==> config.mk <==
export PLATFORM = sky130hd
export DESIGN_NAME = four_level_page_table_walker
export DESIGN_NICKNAME = d
export VERILOG_FILES = /design/src/design/ptw_pkg.sv /design/src/design/four_level_page_table_walker.sv /design/src/design/ptw_walk.sv
export VERILOG_INCLUDE_DIRS = /design/src /design/src/design
export SDC_FILE = /design/constraint.sdc
export NUM_CORES = 1
export LEC_CHECK = 0
export ABC_AREA = 1
export BUFFER_PORTS_ARGS = -buffer_cell sky130_fd_sc_hd__buf_2
export CAP_MARGIN = 20
export CORE_UTILIZATION = 40
export CTS_CLUSTER_DIAMETER = 30
export DETAILED_ROUTE_END_ITERATION = 16
export GPL_TIMING_DRIVEN = 0
export PLACE_DENSITY = 0.59
export REMOVE_ABC_BUFFERS = 1
export SYNTH_ARGS = -nofsm -noshare
export SYNTH_HDL_FRONTEND = slang
export SYNTH_HIERARCHICAL = 1
export SYNTH_SLANG_ARGS = --single-unit
==> constraint.sdc <==
create_clock -name aclk -period 6.14 [get_ports aclk]
set_input_delay 0.614 -clock aclk [delete_from_list [all_inputs] [get_ports aclk]]
set_output_delay 0.614 -clock aclk [all_outputs]
set_load 0.1 [all_outputs]
==> src/design/assert_macros.svh <==
// assertion helpers used by the rtl
`ifndef ASSERT_MACROS_SVH
`define ASSERT_MACROS_SVH

`ifndef SYNTHESIS
// checked property, skipped while reset is held
`define PTW_ASSERT(label, clk, rstn, prop, msg) \
    label: assert property (@(posedge clk) disable iff (!(rstn)) (prop)) else $error(msg);
// checked property, also during reset
`define PTW_ASSERT_ALWAYS(label, clk, prop, msg) \
    label: assert property (@(posedge clk) (prop)) else $error(msg);
`else
`define PTW_ASSERT(label, clk, rstn, prop, msg)
`define PTW_ASSERT_ALWAYS(label, clk, prop, msg)
`endif

`endif

==> src/design/ptw_pkg.sv <==
`timescale 1ns / 1ps
`default_nettype none

package ptw_pkg;

    localparam int PHYS_ADDR_BITS = 52;
    localparam int VIRT_ADDR_BITS = 48;

    localparam logic [51:0] PHYS_MASK = (52'(1) << PHYS_ADDR_BITS) - 52'(1);
    localparam logic [51:0] OFS_4K_MASK = 52'hFFF;
    localparam logic [51:0] OFS_2M_MASK = 52'h1FFFFF;
    localparam logic [51:0] OFS_1G_MASK = 52'h3FFFFFFF;

    localparam int PRESENT_BIT = 0;
    localparam int LARGE_BIT   = 7;

    // input beat op codes
    localparam logic OP_TRANSLATE = 1'b0;
    localparam logic OP_READ_DATA = 1'b1;

    // result kinds
    localparam logic [1:0] KIND_READ_REQ = 2'd0;
    localparam logic [1:0] KIND_DONE     = 2'd1;
    localparam logic [1:0] KIND_FAULT    = 2'd2;

    // page sizes
    localparam logic [1:0] SIZE_4K = 2'd0;
    localparam logic [1:0] SIZE_2M = 2'd1;
    localparam logic [1:0] SIZE_1G = 2'd2;

    // table levels
    localparam logic [1:0] LVL_PML4 = 2'd0;
    localparam logic [1:0] LVL_PDPT = 2'd1;
    localparam logic [1:0] LVL_PD   = 2'd2;
    localparam logic [1:0] LVL_PT   = 2'd3;

    typedef struct packed {
        logic        op;
        logic [47:0] virt_addr;
        logic [63:0] read_data;
    } beat_t;

    typedef struct packed {
        logic [1:0]  kind;
        logic [51:0] entry_addr;
        logic [51:0] phys_addr;
        logic [1:0]  page_size;
        logic [1:0]  fault_level;
    } result_t;

endpackage

`default_nettype wire

==> src/design/four_level_page_table_walker.sv <==
`timescale 1ns / 1ps
`default_nettype none

// four-level x86-64 page table walker
// s_ channel: one beat per event. tuser = 0 is a translate request with the
// virtual address, tuser = 1 is an entry returned by memory for the last read.
// m_ channel: one beat per event that produces a result: a memory read
// request with the entry address, a finished translation with physical
// address and page size, or a not-present fault with its level.
// cfg_we/cfg_wdata load the root table base; write only while idle.
// a beat goes through an input register, one decode/address step and a
// result register, which loads when the input register advances with a result.
// one beat is taken every cycle while m_ drains, and a beat that produces
// no result passes even when m_ is stalled.
// requests while a walk runs and entries while idle are dropped.
// when m_tready is low the result is held and a new beat is taken only if
// the input register can drain. reset clears the walk, the root and both
// valid flags; the block accepts beats as soon as reset is released.
module four_level_page_table_walker (
    input  wire logic         aclk,
    input  wire logic         aresetn,
    input  wire logic         cfg_we,
    input  wire logic [51:0]  cfg_wdata,     // page_map_root
    input  wire logic         s_tvalid,
    output logic              s_tready,
    input  wire logic [111:0] s_tdata,       // virt_addr[47:0], read_data[111:48]
    input  wire logic         s_tuser,       // op
    output logic              m_tvalid,
    input  wire logic         m_tready,
    output logic [111:0]      m_tdata,       // entry_addr[51:0], phys_addr[103:52],
                                             // page_size[105:104], fault_level[107:106]
    output logic [1:0]        m_tuser        // kind
);

    logic [51:0]       page_map_root_reg;
    logic              in_valid_reg, in_valid_next;
    ptw_pkg::beat_t    in_beat_reg;
    logic              out_valid_reg, out_valid_next;
    ptw_pkg::result_t  out_result_reg;

    logic              has_result;
    ptw_pkg::result_t  step_result;
    logic              advance;
    logic              in_take;

    assign advance  = in_valid_reg && (!out_valid_reg || m_tready || !has_result);
    assign s_tready = !in_valid_reg || advance;
    assign in_take  = s_tvalid && s_tready;

    ptw_walk u_walk (
        .aclk          (aclk),
        .aresetn       (aresetn),
        .step_en       (advance),
        .beat          (in_beat_reg),
        .page_map_root (page_map_root_reg),
        .has_result    (has_result),
        .result        (step_result)
    );

    always_comb begin
        in_valid_next = in_valid_reg;
        if (in_take) begin
            in_valid_next = 1'b1;
        end else if (advance) begin
            in_valid_next = 1'b0;
        end
        out_valid_next = out_valid_reg;
        if (advance && has_result) begin
            out_valid_next = 1'b1;
        end else if (m_tready) begin
            out_valid_next = 1'b0;
        end
    end

    always_ff @(posedge aclk) begin
        if (!aresetn) begin
            page_map_root_reg <= '0;
            in_valid_reg      <= 1'b0;
            out_valid_reg     <= 1'b0;
        end else begin
            if (cfg_we) begin
                page_map_root_reg <= cfg_wdata;
            end
            in_valid_reg  <= in_valid_next;
            out_valid_reg <= out_valid_next;
        end
    end

    always_ff @(posedge aclk) begin
        if (in_take) begin
            in_beat_reg.op        <= s_tuser;
            in_beat_reg.virt_addr <= s_tdata[47:0];
            in_beat_reg.read_data <= s_tdata[111:48];
        end
        if (advance && has_result) begin
            out_result_reg <= step_result;
        end
    end

    assign m_tvalid = out_valid_reg;
    assign m_tuser  = out_result_reg.kind;
    assign m_tdata  = {4'd0, out_result_reg.fault_level, out_result_reg.page_size,
                       out_result_reg.phys_addr, out_result_reg.entry_addr};

endmodule

`default_nettype wire

==> src/design/ptw_walk.sv <==
`timescale 1ns / 1ps
`default_nettype none

module ptw_walk (
    input  wire logic              aclk,
    input  wire logic              aresetn,
    input  wire logic              step_en,
    input  wire ptw_pkg::beat_t    beat,
    input  wire logic [51:0]       page_map_root,
    output logic                   has_result,
    output ptw_pkg::result_t       result
);

    logic        busy_reg, busy_next;
    logic [1:0]  level_reg, level_next;
    logic [47:0] pending_virt_reg, pending_virt_next;

    logic [51:0] table_base;
    logic [47:0] virt_src;
    logic [1:0]  idx_level;
    logic [8:0]  idx;
    logic [51:0] entry_addr;
    logic [51:0] ofs_mask;
    logic [1:0]  done_size;
    logic [51:0] phys_addr;
    logic        present;
    logic        page_size_bit;

    assign present       = beat.read_data[ptw_pkg::PRESENT_BIT];
    assign page_size_bit = beat.read_data[ptw_pkg::LARGE_BIT];

    // a request reads the top table, a returned entry points at the next one
    always_comb begin
        if (beat.op == ptw_pkg::OP_TRANSLATE) begin
            table_base = page_map_root;
            virt_src   = beat.virt_addr;
            idx_level  = ptw_pkg::LVL_PML4;
        end else begin
            table_base = beat.read_data[51:0];
            virt_src   = pending_virt_reg;
            idx_level  = 2'(level_reg + 2'd1);
        end
    end

    always_comb begin
        case (idx_level)
            ptw_pkg::LVL_PML4: idx = virt_src[47:39];
            ptw_pkg::LVL_PDPT: idx = virt_src[38:30];
            ptw_pkg::LVL_PD:   idx = virt_src[29:21];
            default:           idx = virt_src[20:12];
        endcase
    end

    // base is 4 KB aligned, so the index never carries into the frame
    assign entry_addr = ((table_base & ptw_pkg::PHYS_MASK & ~ptw_pkg::OFS_4K_MASK)
                        | {40'd0, idx, 3'b000}) & ptw_pkg::PHYS_MASK;

    always_comb begin
        case (level_reg)
            ptw_pkg::LVL_PDPT: begin
                ofs_mask  = ptw_pkg::OFS_1G_MASK;
                done_size = ptw_pkg::SIZE_1G;
            end
            ptw_pkg::LVL_PD: begin
                ofs_mask  = ptw_pkg::OFS_2M_MASK;
                done_size = ptw_pkg::SIZE_2M;
            end
            default: begin
                ofs_mask  = ptw_pkg::OFS_4K_MASK;
                done_size = ptw_pkg::SIZE_4K;
            end
        endcase
    end

    assign phys_addr = ((beat.read_data[51:0] & ~ofs_mask)
                       | (52'(pending_virt_reg) & ofs_mask)) & ptw_pkg::PHYS_MASK;

    always_comb begin
        has_result        = 1'b0;
        result            = '0;
        busy_next         = busy_reg;
        level_next        = level_reg;
        pending_virt_next = pending_virt_reg;
        if (beat.op == ptw_pkg::OP_TRANSLATE) begin
            if (!busy_reg) begin
                has_result        = 1'b1;
                result.kind       = ptw_pkg::KIND_READ_REQ;
                result.entry_addr = entry_addr;
                busy_next         = 1'b1;
                level_next        = ptw_pkg::LVL_PML4;
                pending_virt_next = beat.virt_addr;
            end
        end else if (busy_reg) begin
            has_result = 1'b1;
            if (!present) begin
                result.kind        = ptw_pkg::KIND_FAULT;
                result.fault_level = level_reg;
                busy_next          = 1'b0;
                level_next         = ptw_pkg::LVL_PML4;
            end else if ((level_reg == ptw_pkg::LVL_PT)
                         || (page_size_bit && (level_reg == ptw_pkg::LVL_PDPT
                                               || level_reg == ptw_pkg::LVL_PD))) begin
                result.kind      = ptw_pkg::KIND_DONE;
                result.phys_addr = phys_addr;
                result.page_size = done_size;
                busy_next        = 1'b0;
                level_next       = ptw_pkg::LVL_PML4;
            end else begin
                result.kind       = ptw_pkg::KIND_READ_REQ;
                result.entry_addr = entry_addr;
                level_next        = idx_level;
            end
        end
    end

    always_ff @(posedge aclk) begin
        if (!aresetn) begin
            busy_reg         <= 1'b0;
            level_reg        <= ptw_pkg::LVL_PML4;
            pending_virt_reg <= '0;
        end else if (step_en) begin
            busy_reg         <= busy_next;
            level_reg        <= level_next;
            pending_virt_reg <= pending_virt_next;
        end
    end

`include "assert_macros.svh"

    `PTW_ASSERT(a_level_only_busy, aclk, aresetn, (level_reg != ptw_pkg::LVL_PML4) |-> busy_reg, "walk level set while idle")
    `PTW_ASSERT(a_start_walk, aclk, aresetn, (step_en && beat.op == ptw_pkg::OP_TRANSLATE && !busy_reg) |=> (busy_reg && level_reg == ptw_pkg::LVL_PML4), "request did not start a walk")
    `PTW_ASSERT(a_end_walk, aclk, aresetn, (step_en && has_result && result.kind != ptw_pkg::KIND_READ_REQ) |=> !busy_reg, "walk did not end after done or fault")
    `PTW_ASSERT_ALWAYS(a_idle_data_dropped, aclk, (beat.op == ptw_pkg::OP_READ_DATA && !busy_reg) |-> !has_result, "data beat while idle produced a result")

endmodule

`default_nettype wire

==> run summary, run 1 <==
critical path type -> reg2reg
commonest non-fill, non-tap cells in the layout -> buf_2 (246), nand2_1 (218), edfxtp_1 (201)
Clk pin slew, worst setup/hold paths -> 60 ps
Post-Synthesis Cells -> 1006
RSZ-0062 raised after global routing -> no
depth of the CTS H-tree -> 3
Initial Util -> 0.4087
final critical-path share of the clock period -> 0.6347
clock sinks -> 294
Core ar. -> 0.02703 mm2
Final GP Congestion -> 0.8059
outcome -> finished, final reports clean
WP buf/inv -> 3
Final Non-Filler Cells -> 1681
fill count -> 2362
IO Pins -> 286
Synth Area per Inst -> 10.98 um2
WP data arrival -> 4300 ps
setup_tns -> 0 ps
Post-CTS Hold Fix Bufs -> 0
global route overflow -> 0
TritonCTS clock tree -> done
Final Critical Period -> 3897 ps
CP cell instances -> clkinv_1 > ha_1 > inv_2 > nand2_2 > nand2_2 > nor2_4 > buf_16 > nand2_1 > nand2_1
PortBufs -> 247
Setup Viol. Count Final -> 0
clock skew -> 24.43 ps
Detailed Routing Iterations Pass 1 -> 5
first-iteration detailed-routing DRC count -> 553
hold slack final -> 234.2 ps
Die ar. -> 0.02828 mm2
Slew Limit Fails -> 0
clk root buf -> clkbuf_16
max reg flops -> 108
Max stage delay cell, worst path -> ha_1
most common cell after layout, fill and taps aside -> buf_2
Area Growth Syn to Fin -> 35.13%
Slew headroom -> 0.3252
vias in the first global route -> 7880
Power Density -> 429.0 mW/mm2
Max Clock Freq -> 256.6 MHz
largest net degree at the start of global routing -> 72
layout cells sized above 1 -> 0.2940
CTS max path bufs -> 3
post-route cell area -> 0.01493 mm2
CP Launch Type -> flop
final net count -> 1457
post-DP HPWL -> 16650 um
clk_lat worst skew -> 550 ps
Die Ht -> 168.2 um
worst hold path class -> in2reg
Fin. Hold Viols -> 0
DR DRC count -> 0
Vias/cell -> 4.671
Post-DRT Antenna Nets -> 0
GRT Util Overall -> 0.1941
Post-Syn Area -> 0.01105 mm2
vias -> 7852
# Max-Cap Violations -> 0
critical path required time -> 6540 ps
PostCTS Resize Cnt -> 0
Post-CTS Setup Repair Bufs -> 0
drt total wl -> 27110 um
Max Fanout on Critical Path -> 27
Placed Area -> 0.01258 mm2
first-pass GRT wire length -> 42210 um
cell family with most CP delay -> adder cells
DP Cell Count -> 1553
routed len/inst -> 16.13 um
die width -> 168.2 um
initial antenna violation count -> 2
Rows -> 60
Worst setup EP type -> flop
maximum VDD drop -> 264.1 uV
number of diodes -> 0
Overall Power -> 6.404 mW
Lkg Pwr -> 6.344 nW
CTS buffer count -> 69
Worst Max-Slew Pin Slew -> 1012 ps
crit-path max cell delay -> 1090 ps
YS warnings -> 6
## final timing paths
kind	end	from	depth (start not counted)	slack [ps]
setup reg to reg	m_tdata[15]	u_walk/level_reg[0]	9	2240
hold / removal	in_beat_reg[70]	s_tdata[6]	1	230
hold reg to reg	u_walk/pending_virt_reg[45]	u_walk/pending_virt_reg[45]	2	450
setup / recovery	m_tdata[15]	u_walk/level_reg[0]	9	2240
## layer usage
| metal | wire [um] | GRT usage | vias to the layer above | part of all wire |
|---|---|---|---|---|
| li1 | - | - | 3881 | - |
| met1 | 11930 | 0.2512 | 3639 | 0.44 |
| met2 | 12920 | 0.3179 | 288 | 0.48 |
| met3 | 1727 | 0.04466 | 42 | 0.064 |
| met4 | 516 | 0.07352 | 2 | 0.019 |
| met5 | 13 | 0 | - | 0.00048 |
## power breakdown
part	total [mW]	internal [mW]	leakage, nW	switching [mW]
clock network	3.59	2.42	1.12	1.16
registers	2.28	2.24	2.66	0.0392
logic	0.541	0.112	2.57	0.428
## stage by stage
stage,setup WS [ps],utilization
4_1_cts,2183,0.5523
3_5_place_dp,2204,0.4656
6_report,2243,0.5523
2_1_floorplan,2013,-
3_3_place_gp,888.3,0.4583
5_1_grt,1989,0.5523
## cell type report
cell class / count / area, um2 / area share
clock buffers: 84 / 1854 / 0.1242
well taps: 341 / 426.7 / 0.02859
flip-flops and latches: 294 / 7898 / 0.5291
repair buffers: 254 / 1416 / 0.09489
clock inverters: 44 / 489.2 / 0.03278
inverters: 89 / 341.6 / 0.02289
multi-input cells: 575 / 2500 / 0.1675
## worst reg2reg max path, stage by stage (launching register included)
cell,delay (ps)
dfxtp_1,650
clkinv_1,440
ha_1,1100
inv_2,300
nand2_2,200
nand2_2,110
nor2_4,570
buf_16,250
nand2_1,100
nand2_1,60
Power figures use the tool's default switching activity.
==> inputs of run 2 (changes only) <==
--- a/config.mk
+++ b/config.mk
@@ -6,14 +6,14 @@
 export SDC_FILE = /design/constraint.sdc
 export NUM_CORES = 1
 export LEC_CHECK = 0
-export ABC_AREA = 1
+export ABC_AREA = 0
 export BUFFER_PORTS_ARGS = -buffer_cell sky130_fd_sc_hd__buf_2
 export CAP_MARGIN = 20
 export CORE_UTILIZATION = 40
 export CTS_CLUSTER_DIAMETER = 30
 export DETAILED_ROUTE_END_ITERATION = 16
 export GPL_TIMING_DRIVEN = 0
-export PLACE_DENSITY = 0.59
+export PLACE_DENSITY = 0.62
 export REMOVE_ABC_BUFFERS = 1
 export SYNTH_ARGS = -nofsm -noshare
 export SYNTH_HDL_FRONTEND = slang
==> constraint.sdc (replaced) <==
create_clock -name aclk -period 3.4 [get_ports aclk]
set_input_delay 0.34 -clock aclk [delete_from_list [all_inputs] [get_ports aclk]]
set_output_delay 0.34 -clock aclk [all_outputs]
set_load 0.1 [all_outputs]
==> run 2 against run 1 <==
  * Setup slack got worse by 2100 ps
  * Synthesized cell count fell by 22%
  * Sequential power is 79% higher
  * Global-route usage down 0.85 points
  * Combinational power rose by 78%
  * Utilization up 3.6 points
  * Die area rose by 1.0%
  * Via count is 5.9% lower
  * Design area grew 7.2%
  * Critical path type unchanged
  * Highest routed layer unchanged
==> run summary, run 2 <==
outcome -> finished, final reports clean
first-iteration detailed-routing DRC count -> 417
fill count -> 2202
Core ar. -> 0.02718 mm2
Die ar. -> 0.02857 mm2
Worst Max-Slew Pin Slew -> 763.3 ps
Synth Area per Inst -> 14.31 um2
Final GP Congestion -> 0.7346
Lkg Pwr -> 6.286 nW
Worst setup EP type -> flop
Multi-input gate area -> 0.002918 mm2
maximum VDD drop -> 499.0 uV
depth of the CTS H-tree -> 3
DP Cell Count -> 1364
die width -> 169.0 um
YS warnings -> 6
final net count -> 1326
commonest non-fill, non-tap cells in the layout -> buf_2 (246), edfxtp_1 (201), nand2_1 (107)
vias in the first global route -> 7731
Area Growth Syn to Fin -> 43.31%
Final Critical Period -> 3222 ps
post-route cell area -> 0.01599 mm2
Power Density -> 704.7 mW/mm2
first-pass GRT wire length -> 40630 um
CTS max path bufs -> 3
Clk pin slew, worst setup/hold paths -> 50 ps
clock sinks -> 294
largest net degree at the start of global routing -> 56
Max Fanout on Critical Path -> 35
Fin. Hold Viols -> 0
Slew headroom -> 0.4911
TritonCTS clock tree -> done
# Max-Cap Violations -> 0
Placed Area -> 0.01283 mm2
Overall Power -> 11.27 mW
CP Launch Type -> flop
global route overflow -> 0
Post-Synthesis Cells -> 780
DR DRC count -> 0
Slew Limit Fails -> 0
clk root buf -> clkbuf_16
Die Ht -> 169.0 um
final critical-path share of the clock period -> 0.9476
vias -> 7388
Post-DRT Antenna Nets -> 0
Initial Util -> 0.4106
CTS buffer count -> 67
IO Pins -> 286
RSZ-0062 raised after global routing -> no
crit-path max cell delay -> 790 ps
most common cell after layout, fill and taps aside -> buf_2
layout cells sized above 1 -> 0.3201
Final Non-Filler Cells -> 1580
post-DP HPWL -> 16260 um
Max stage delay cell, worst path -> edfxtp_1
CP cell instances -> inv_1 > ha_1 > inv_1 > a21boi_0 > and2_2 > buf_12 > nand2_1 > a21boi_0
Post-Syn Area -> 0.01116 mm2
PortBufs -> 247
initial antenna violation count -> 1
Setup Viol. Count Final -> 0
Post-CTS Setup Repair Bufs -> 0
GRT Util Overall -> 0.1856
WP data arrival -> 3660 ps
Rows -> 60
drt total wl -> 26420 um
clk_lat worst skew -> 530 ps
Reg area -> 0.007899 mm2
Vias/cell -> 4.676
worst hold path class -> in2reg
Max Clock Freq -> 310.4 MHz
critical path required time -> 3840 ps
max reg flops -> 108
routed len/inst -> 16.72 um
critical path type -> reg2reg
Detailed Routing Iterations Pass 1 -> 6
clock skew -> 15.53 ps
[run 2: cell count changes in the layout (fill, tap and decap cells not counted), sizes merged, moves of 52 or more]
cell,previous run,this run
mux2i,0,58
nor2,170,26
nand2,221,108
a21oi,54,2
dlygate4sd3,0,91
inv,94,12
o21ai,95,1
a21boi,0,53
[run 2: cell type report]
| class | instances | share of cell area |
|---|---|---|
| sequential | 294 | 0.4939 |
| multi-input combinational | 431 | 0.1824 |
| timing repair buffer | 350 | 0.1519 |
| clock buffer | 86 | 0.1156 |
| tap | 372 | 0.02910 |
| clock inverter | 37 | 0.02464 |
| inverter | 8 | 0.002034 |
| antenna | 2 | 0.0003129 |
[run 2: timing repair]
item / 4_1_cts / 5_1_grt
hold buffers: 91 / 0
gates resized for setup: 1 / 0
setup endpoints to repair: 36 / 0
hold endpoints to repair: 91 / 0
[run 2: power breakdown]
group          leakage, nW  switching [mW]  internal (mW)
clock                 1.09            1.93           4.29
combinational         2.59           0.677          0.288
sequential            2.61          0.0723           4.02
total                 6.29            2.68           8.59
[run 2: critical path: cells and delay by family (launching register included)]
family / cells / cell delay [ps]
buffers and inverters: 3 / 540
adders and majority gates: 1 / 390
AOI/OAI and AO/OA: 2 / 760
DFF: 1 / 790
and+or+nand+nor: 2 / 610
[run 2: path summary, 6_finish.rpt]
kind,end,slack (ps),cells past startpoint,start
hold reg to reg,u_walk/pending_virt_reg[33],450,2,u_walk/pending_virt_reg[33]
setup reg to reg,u_walk/pending_virt_reg[7],180,8,in_beat_reg[112]
hold / removal,page_map_root_reg[14],70,3,cfg_wdata[14]
setup / recovery,u_walk/pending_virt_reg[7],180,8,in_beat_reg[112]
[run 2: stage by stage]
step                  util  hold slack [ps]  setup slack [ps]  TNS, ps
global route        0.5883            68.74             1.999        0
CTS                 0.5883            46.74             192.5        0
finish              0.5885            70.74             178.2        0
floorplan                -            431.6             -2970  -437680
detailed placement  0.4722            441.2            -45.76    -1328
global placement    0.4610            437.5             -5977  -943680
[run 2: metal layers]
metal  up-vias  wire length [um]  global-route usage
met5         -                 8                   0
met4         2               701             0.07677
met3        64              1389             0.04185
met2       239             13040              0.3164
met1      3519             11280              0.2273
li1       3564                 -                   -
==> inputs of run 3 (changes only) <==
--- a/config.mk
+++ b/config.mk
@@ -13,6 +13,7 @@
 export CTS_CLUSTER_DIAMETER = 30
 export DETAILED_ROUTE_END_ITERATION = 16
 export GPL_TIMING_DRIVEN = 0
+export MAX_ROUTING_LAYER = met4
 export PLACE_DENSITY = 0.62
 export REMOVE_ABC_BUFFERS = 1
 export SYNTH_ARGS = -nofsm -noshare
==> run 3 against run 2 <==
  * Setup slack better by 8.8 ps
  * Total power barely moved
  * Die area did not move
  * Via count about the same
  * Wire length down 0.28%
  * Design area hardly changed
  * Maximum frequency is 0.27% higher
  * Utilization about the same
  * Count of clock-buffer cells in the layout is the same
  * Sequential power is essentially flat
  * Sequential share of layout area is essentially flat
  * Cell count about the same
==> run summary, run 3 (same netlist as run 2, synthesis figures left out) <==
outcome -> finished, final reports clean
most common cell after layout, fill and taps aside -> buf_2
die width -> 169.0 um
Lkg Pwr -> 6.286 nW
Setup Viol. Count Final -> 0
setup_tns -> 0 ps
CP cell instances -> inv_1 > ha_1 > inv_1 > a21boi_0 > and2_2 > buf_12 > nand2_1 > a21boi_0
clock skew -> 14.40 ps
vias in the first global route -> 7726
Final GP Congestion -> 0.7437
fill count -> 2202
first-pass GRT wire length -> 40620 um
PortBufs -> 247
WP buf/inv -> 3
hold slack final -> 71.07 ps
Post-CTS Setup Repair Bufs -> 0
Max Fanout on Critical Path -> 35
Power Density -> 704.8 mW/mm2
Reg area -> 0.007899 mm2
GRT Util Overall -> 0.1912
Overall Power -> 11.27 mW
Die ar. -> 0.02857 mm2
Vias/cell -> 4.676
depth of the CTS H-tree -> 3
Slew headroom -> 0.4963
worst hold path class -> in2reg
initial antenna violation count -> 1
M3 GR Usage -> 0.04092
Max Clock Freq -> 311.2 MHz
Final Critical Period -> 3213 ps
Post-DRT Antenna Nets -> 0
layout cells sized above 1 -> 0.3201
largest net degree at the start of global routing -> 56
clk root buf -> clkbuf_16
met1 Usage GRT -> 0.2285
CP Launch Type -> flop
cell family with most CP delay -> flip-flops
Rows -> 60
crit-path max cell delay -> 800 ps
Detailed Routing Iterations Pass 1 -> 4
final net count -> 1326
first-iteration detailed-routing DRC count -> 426
routed len/inst -> 16.69 um
clock sinks -> 294
TritonCTS clock tree -> done
critical path type -> reg2reg
Worst setup EP type -> flop
drt total wl -> 26350 um
WP data arrival -> 3650 ps
final critical-path share of the clock period -> 0.9450
commonest non-fill, non-tap cells in the layout -> buf_2 (246), edfxtp_1 (201), nand2_1 (107)
Most Used Layer, Global Route -> met2
critical path required time -> 3840 ps
# Max-Cap Violations -> 0
Fin. Hold Viols -> 0
Area Growth Syn to Fin -> 43.29%
post-DP HPWL -> 16260 um
CTS max path bufs -> 3
Clk pin slew, worst setup/hold paths -> 50 ps
fin worst setup slack -> 187.0 ps
grt met2 use -> 0.3157
Die Ht -> 169.0 um
Max stage delay cell, worst path -> edfxtp_1
max reg flops -> 108
Worst Max-Slew Pin Slew -> 752.7 ps
Placement Setup Slack -> -45.76 ps
global route overflow -> 0
Slew Limit Fails -> 0
Multi-input gate area -> 0.002918 mm2
maximum VDD drop -> 499.0 uV
vias -> 7383
Core ar. -> 0.02718 mm2
DR DRC count -> 0
RSZ-0062 raised after global routing -> no
CTS buffer count -> 67
clk_lat worst skew -> 530 ps
IO Pins -> 286
Initial Util -> 0.4106
run 3: cell types whose count changed in the layout (fill, tap and decap cells not counted):
| cell | change |
|---|---|
| diode_2 | -1 |
run 3: area by class of cell:
class,count,area share
antenna,1,0.0001565
timing repair buffer,350,0.1520
inverter,8,0.002034
multi-input combinational,431,0.1825
clock inverter,37,0.02465
clock buffer,86,0.1156
sequential,294,0.4940
tap,372,0.02911
run 3: worst register-to-register path, stage by stage, from the launching register on:
cell,delay [ps]
edfxtp_1,800
inv_1,210
ha_1,390
inv_1,80
a21boi_0,570
and2_2,530
buf_12,250
nand2_1,110
a21boi_0,190
run 3: final timing paths:
check                              start                           to  slack, ps  cells past startpoint
min reg2reg  u_walk/pending_virt_reg[33]  u_walk/pending_virt_reg[33]        450                      2
min                        cfg_wdata[14]        page_map_root_reg[14]         70                      3
max                     in_beat_reg[112]   u_walk/pending_virt_reg[7]        190                      8
max reg2reg             in_beat_reg[112]   u_walk/pending_virt_reg[7]        190                      8
run 3: repair_timing:
item	CTS	global route
endpoints found under the setup margin	36	0
hold buffers	91	0
resized for setup	1	0
endpoints found under the hold margin	91	0
run 3: report_power, final:
group	internal [mW]	leakage [nW]	switching [mW]
Clock	4.29	1.09	1.93
Sequential	4.02	2.61	0.0722
Combinational	0.288	2.59	0.676
run 3: metrics by stage:
step | util | instances | area [um2]
3_3_place_gp | 0.4610 | 1352 | 12530
5_1_grt | 0.5884 | 1579 | 15990
2_1_floorplan | - | 733 | 10830
4_1_cts | 0.5883 | 1578 | 15990
3_5_place_dp | 0.4722 | 1364 | 12830
6_report | 0.5884 | 1579 | 15990
run 3: per-layer routing:
layer | vias to the layer above | part of all wire
met5 | - | 0
li1 | 3564 | -
met4 | 0 | 0.027
met3 | 64 | 0.058
met2 | 247 | 0.49
met1 | 3508 | 0.42
